$ cat src/rtl/assert_macros.svh
`ifndef ASSERT_MACROS_SVH
`define ASSERT_MACROS_SVH

// Property checked on every rising clock edge outside reset.
`define ASSERT_PROP(lbl, prop, msg) \
  lbl: assert property (@(posedge clk_i) disable iff (!rst_ni) (prop)) else $error(msg);

// Antecedent in one cycle implies consequent in the next.
`define ASSERT_NEXT(lbl, ante, cons, msg) \
  lbl: assert property (@(posedge clk_i) disable iff (!rst_ni) (ante) |=> (cons)) \
    else $error(msg);

`endif

$ cat src/rtl/gdw_pkg.sv
`default_nettype none

package gdw_pkg;

  localparam int unsigned MAP_ROWS  = 64;
  localparam int unsigned MAP_COLS  = 64;
  localparam int unsigned MAX_STEPS = 128;

  localparam int unsigned MAP_CELLS = MAP_ROWS * MAP_COLS;
  localparam int unsigned ADDR_W    = $clog2(MAP_CELLS);
  localparam int unsigned CNT_W     = $clog2(MAX_STEPS + 1);

  localparam int unsigned POS_W  = 6;
  localparam int unsigned Q_W    = 32;
  localparam int unsigned CODE_W = 8;

  localparam int unsigned IN_DATA_W  = 152;
  localparam int unsigned OUT_DATA_W = 80;

  typedef enum logic {
    OP_WRITE = 1'b0,
    OP_CAST  = 1'b1
  } op_e;

  typedef enum logic [1:0] {
    ST_WALL  = 2'd0,
    ST_LEFT  = 2'd1,
    ST_LIMIT = 2'd2,
    ST_WRITE = 2'd3
  } status_e;

  typedef enum logic [1:0] {
    FACE_NORTH = 2'd0,
    FACE_SOUTH = 2'd1,
    FACE_WEST  = 2'd2,
    FACE_EAST  = 2'd3
  } face_e;

  typedef enum logic [1:0] {
    S_CLEAR,
    S_IDLE,
    S_WALK,
    S_FIN
  } state_e;

  typedef struct packed {
    op_e                op;
    logic [POS_W-1:0]   row;
    logic [POS_W-1:0]   col;
    logic [CODE_W-1:0]  value;
    logic [Q_W-1:0]     side_x;
    logic [Q_W-1:0]     side_y;
    logic [Q_W-1:0]     delta_x;
    logic [Q_W-1:0]     delta_y;
    logic signed [1:0]  step_x;
    logic signed [1:0]  step_y;
  } item_t;

  typedef struct packed {
    logic [POS_W-1:0] row;
    logic [POS_W-1:0] col;
    face_e            face;
    logic [Q_W-1:0]   side_x;
    logic [Q_W-1:0]   side_y;
    status_e          status;
  } res_t;

  // controller -> datapath
  typedef struct packed {
    logic clr_wr;
    logic accept;
    logic step_en;
    logic fin;
    logic out_load;
  } cmd_t;

  // datapath -> controller
  typedef struct packed {
    logic clr_last;
    logic start_oob;
    logic stop;
  } stat_t;

endpackage

`default_nettype wire

$ cat src/rtl/gdw_ctrl.sv
`default_nettype none

module gdw_ctrl (
  input  wire logic          clk_i,
  input  wire logic          rst_ni,
  input  wire logic          s_valid_i,
  input  wire gdw_pkg::op_e  op_i,
  input  wire logic          out_busy_i,
  input  wire gdw_pkg::stat_t stat_i,
  output gdw_pkg::cmd_t      cmd_o,
  output logic               s_ready_o
);
  import gdw_pkg::*;

  state_e state_q, state_d;

  always_ff @(posedge clk_i or negedge rst_ni) begin
    if (!rst_ni) begin
      state_q <= S_CLEAR;
    end else begin
      state_q <= state_d;
    end
  end

  always_comb begin
    state_d = state_q;
    unique case (state_q)
      S_CLEAR: begin
        if (stat_i.clr_last) state_d = S_IDLE;
      end
      S_IDLE: begin
        if (s_valid_i) begin
          if (op_i == OP_WRITE || stat_i.start_oob) state_d = S_FIN;
          else                                      state_d = S_WALK;
        end
      end
      S_WALK: begin
        if (stat_i.stop) state_d = S_FIN;
      end
      S_FIN: begin
        if (!out_busy_i) state_d = S_IDLE;
      end
      default: state_d = S_CLEAR;
    endcase
  end

  always_comb begin
    cmd_o     = '0;
    s_ready_o = 1'b0;
    unique case (state_q)
      S_CLEAR: cmd_o.clr_wr = 1'b1;
      S_IDLE: begin
        s_ready_o    = 1'b1;
        cmd_o.accept = s_valid_i;
      end
      S_WALK: cmd_o.step_en = 1'b1;
      S_FIN: begin
        cmd_o.fin      = 1'b1;
        cmd_o.out_load = !out_busy_i;
      end
      default: cmd_o = '0;
    endcase
  end

endmodule

`default_nettype wire

$ cat config.mk
export PLATFORM = sky130hd
export DESIGN_NAME = gdw_ctrl
export DESIGN_NICKNAME = d
export VERILOG_FILES = /design/src/rtl/assert_macros.svh /design/src/rtl/gdw_pkg.sv /design/src/rtl/gdw_ctrl.sv
export SDC_FILE = /design/constraint.sdc
export NUM_CORES = 1
export LEC_CHECK = 0
export BUFFER_PORTS_ARGS = -buffer_cell sky130_fd_sc_hd__buf_2
export CORE_AREA = 2 2 39 41
export DETAILED_ROUTE_END_ITERATION = 12
export DIE_AREA = 0 0 41 43
export MAX_ROUTING_LAYER = met4
export PLACE_DENSITY_LB_ADDON = 0.2
export SLEW_MARGIN = 20
export SYNTH_ARGS = -nofsm -noshare
export SYNTH_HDL_FRONTEND = slang
export SYNTH_SLANG_ARGS = --single-unit
$ cat constraint.sdc
create_clock -name clk_i -period 1.3 [get_ports clk_i]
set_input_delay 0.195 -clock clk_i [delete_from_list [all_inputs] [get_ports clk_i]]
set_output_delay 0.195 -clock clk_i [all_outputs]
set_load 0.005 [all_outputs]
# Yosys cells after proc, flatten, opt, wreduce, memory -nomap -nowiden
# Index checks and enable logic that the tools add are counted.
[op_classes]
n_eq_ne = 7
mux = 11
bitwise = 1
reduce_logical = 4
[ops]
columns = ["cell", "n"]
rows = [
  ["2-to-1 mux 2 bit", 5],
  ["inequality test 2 bit (second input constant)", 4],
  ["one-hot mux 2 bit (4 select lines)", 1],
  ["2-to-1 mux 1 bit", 5],
  ["equality test 2 bit (second input constant)", 2],
  ["AND reduction 4 bit", 1],
  ["equality test 2 x 1 -> 1 bit (second input constant)", 1],
  ["zero test 2 bit", 1],
  ["zero test 1 bit", 1],
  ["logical OR 1 bit", 1],
  ["inverter 1 bit", 1],
]
[totals]
ff_bits = 2
input_bits = 8
out_inout_bits = 6
word_cells = 24

# Depth between registers and ports, before layout
[logic_depth]
word_depth = 5
ltp_mapped = 5
depth_no_buf = 5

# Worst setup path before layout
# Ideal clock, no wire load.
[synth_path]
path_kind = "register to register"
start = "register state_q[0]"
end = "register state_q[1]"
setup_time_ns = 0.125
arrival_ns = 1.240
required_ns = 1.175
path_slack_ns = -0.065
path_stages_with_launch = 6
n_path_buf = 0
synth_period_minus_slack_ns = 1.365
cell_sequence = "dfrtp_1 > inv_1 > ha_1 > inv_2 > o2111ai_4 > mux2_4"
[synth_between]
elab_chain_len = 3
word_cells_on_any_way = 10
cone_classes = "eq/ne (7); mux (1); reduce/logical (2)"
[synth_rtl]
columns = ["element", "line_no", "source"]
rows = [
  ["start, declared", "gdw_ctrl.sv:15", "state_e state_q, state_d;"],
  ["start signal, assigned", "gdw_ctrl.sv:21", "state_q <= state_d;"],
  ["equality test 2 bit (tied with other cells)", "gdw_ctrl.sv:27", "unique case (state_q)"],
  ["inequality test 2 bit (no source line)", "--", ""],
  ["AND reduction 4 bit (no source line)", "--", ""],
]
# Parallel ways exist; a longest one is shown, timed or not.
# A chain may end at the register's enable or synchronous reset.

==> flow_summary.yaml <==
worst_setup_path:
  start_kind: "register"
  rr_worst_depth: 5
  crit_path_end_kind: "primary output"
  crit_type: "register to primary output"
  cp-endpoint: "cmd_o[2]"
  slowest_stage: "dfrtp_2"
  path_buf_inv: 3
  r2r_start: "state_q[0]"
  cp-startpoint: "state_q[1]"
  crit_top_cell: "buf_4"
  max_stage_delay_ps: 430
  regToRegSetupSlack_ps: -70
  worst-path-max-fanout: 4
  cp_cell_sequence: "buf_4 -> ha_4 -> buf_4 -> buf_2"
  crit_required_ps: 1110
  cpLargestDelayFamily: "flip-flops"
  timing.rr.end: "state_q[1]"
  cp.depth: 4
  crit_arrival_ps: 1200
placed_design:
  port_buffers: 13
  dp.cells: 54
  hpwl_um: 432
  gp_routability_congestion: 0.626
  place_ws_ps: -55.8
  postPlaceCellArea_um2: 355
floorplan:
  die_area_um2: 1760
  die_x_um: 41
  die_h_um: 43
  core-area_um2: 1380
  rows: 14
  io_pins: 14
  start_util_pct: 15.6
synth:
  yosys_warnings: 0
  synth_area_um2: 215
  synth_ff_type: "dfrtp_1"
  synthMuxAreaShare_pct: 11.6
  synth_top_family_by_area: "adder cells"
  synth_top_area_cell: "dfrtp_1"
  synth-simple-area-share_pct: 22.1
  synth-edff-count: 0
  syn-instance-count: 20
  synthXorXnorAreaFrac_pct: 0
  synthTopCellsByCount: "ha_1, dfrtp_1, inv_1, nand2b_1, nand2b_2"
  synth.most_common_cell: "ha_1"
  seq_area_frac_synth_pct: 23.3
  synth_fa_ha_area_share_pct: 23.3
  async_flop_share_pct: 100
  yosysUniqueCellTypes: 13
  synth_compound_area_share_pct: 14.5
  ys_ff_latch: 2
  synth_area_leaders: "dfrtp_1, ha_1, o2111ai_4"
  syn_avg_cell_area_um2: 10.8
  netlist.area_leader.share_pct: 23.3
  syn_nets: 32
sta:
  fmax_mhz: 718
  finalClockSkew_ps: 0.698
  setup_ws_ps: -92.0
  period_minus_slack_ps: 1390
  slew_headroom_pct: 86.5
  period_share_pct: 107
  slew_violations: 0
  hold_violations: 0
  setup_viol: 6
  rsz0062_at_grt: "yes"
  worst_slew_pin_slew_ps: 203
routing:
  num_vias: 242
  routed_wl_um: 563
  firstDrtPassIters: 1
  vias_per_cell: 3.78
  drc_errors: 0
  wl_per_cell_um: 8.80
  drt_iter0_drc: 0
  ant_nets: 0
global_route:
  grt_pass1_vias: 238
  grt_use_total_pct: 8.11
  antenna_found_initial: 0
  grt-ovfl-total: 0
  grt_max_degree: 5
  grt_pass1_wl_um: 876
cells_and_area:
  largest_reg_flops: 2
  reg.largest.list: "state_q (2)"
  final_cells: 64
  synthToLayoutAreaGrowth_pct: 131
  finish.instance_area_um2: 497
  nets: 62
  regMostFlops: "state_q"
  diodes: 0
  fillers: 140
  drive_gt1_share_pct: 85.4
clocking:
  clk_latency_ps: 220
  clockBufferDepth: 2
  cts_max_level: 1
  cts_tree: "yes"
  root_buffer: "clkbuf_4"
  cts.clk_slew.worst_paths_ps: 30
  cts_made_buffers: 3
  cts_sinks: 2
outcome:
  status: "finished, violations left"
  violations: "negative setup slack"
power_and_ir_drop:
  leakagePower_nw: 0.243
  powerDensity_nw_per_um2: 2440
  ir_drop_v: 0.000691
min_path:
  min_path_type: "input pin to async pin"
run:
  cap_violations: 0
worst register-to-register path: stages (launching register included):
cell and delay [ps]:
dfrtp_2 450, ha_4 180, buf_4 130, nand2b_4 60, o2111ai_4 110, mux2_4 320
worst min path at each step:
stage / endpoint / slack (ps)
floorplan: state_q[0] / -100
CTS: state_q[0] / 280
detailed placement: state_q[1] / -20
global placement: state_q[0] / -20
finish: state_q[1] / 290
global route: state_q[0] / 300
cell type report:
cell class,count,area [um^2],area share (%)
Multi-Input combinational cell,15,200,40.3
Sequential cell,2,52.6,10.6
Tap cell,16,20.0,4.03
Timing Repair Buffer,25,188,37.8
Inverter,3,13.8,2.77
Clock buffer,3,22.5,4.53
report_power, final:
part           internal [mW]  switching [mW]  total [mW]  leakage, nW
combinational          0.598           0.316       0.914        0.209
sequential             0.103          0.0617       0.165       0.0206
clock                  0.102          0.0333       0.135       0.0138
total                  0.803           0.411        1.21        0.243
cells in the final DEF (no fill, tap or decap):
cell and n:
nand2b_2 1, ha_4 3, mux2_4 1, nor2b_1 1, a21oi_1 1, buf_6 6, nand2b_1 2, o2111ai_4 1
buf_2 10, inv_2 2, inv_4 1, buf_4 8, ha_2 1, nand2_1 1, clkbuf_4 3, mux2i_1 1
dlygate4sd3_1 1, dfrtp_2 2, and2_4 1, nand2b_4 1
per-layer routing:
| metal | wire length (um) | vias to the layer above | global-route usage [%] |
|---|---|---|---|
| li1 | - | 122 | - |
| met1 | 189 | 113 | 7.35 |
| met2 | 341 | 7 | 11.9 |
| met3 | 33 | 0 | 1.57 |
| met4 | 0 | 0 | 10.0 |
| met5 | 0 | - | - |
per-stage QoR:
stage / power, mW / util [%] / TNS, ps / hold slack (ps)
floorplan: 0.504 / - / -5.31 / -101
global placement: 0.757 / 25.7 / -35.6 / -15.8
detailed placement: 0.760 / 25.7 / -79.2 / -18.2
CTS: 1.16 / 33.9 / -476 / 282
global route: 1.33 / 35.9 / -723 / 300
finish: 1.21 / 35.9 / -430 / 289
cells by family (layout without fill, tap and decap cells):
| family | after synthesis | after routing |
|---|---|---|
| buffers and inverters | 3 | 31 |
| adder cells (fa/ha/maj) | 4 | 4 |
| AND/OR/NAND/NOR | 7 | 7 |
| AO/OA/AOI/OAI | 2 | 2 |
| multiplexers | 2 | 2 |
| flip-flops | 2 | 2 |
repair_timing:
item                       4_1_cts  5_1_grt
pin swaps                        2        1
setup buffers                    5        1
setup endpoints to repair        7        8
hold buffers                     1        0
hold endpoints to repair         2        0
resized for setup               11        4
(Power assumes the default switching activity.)
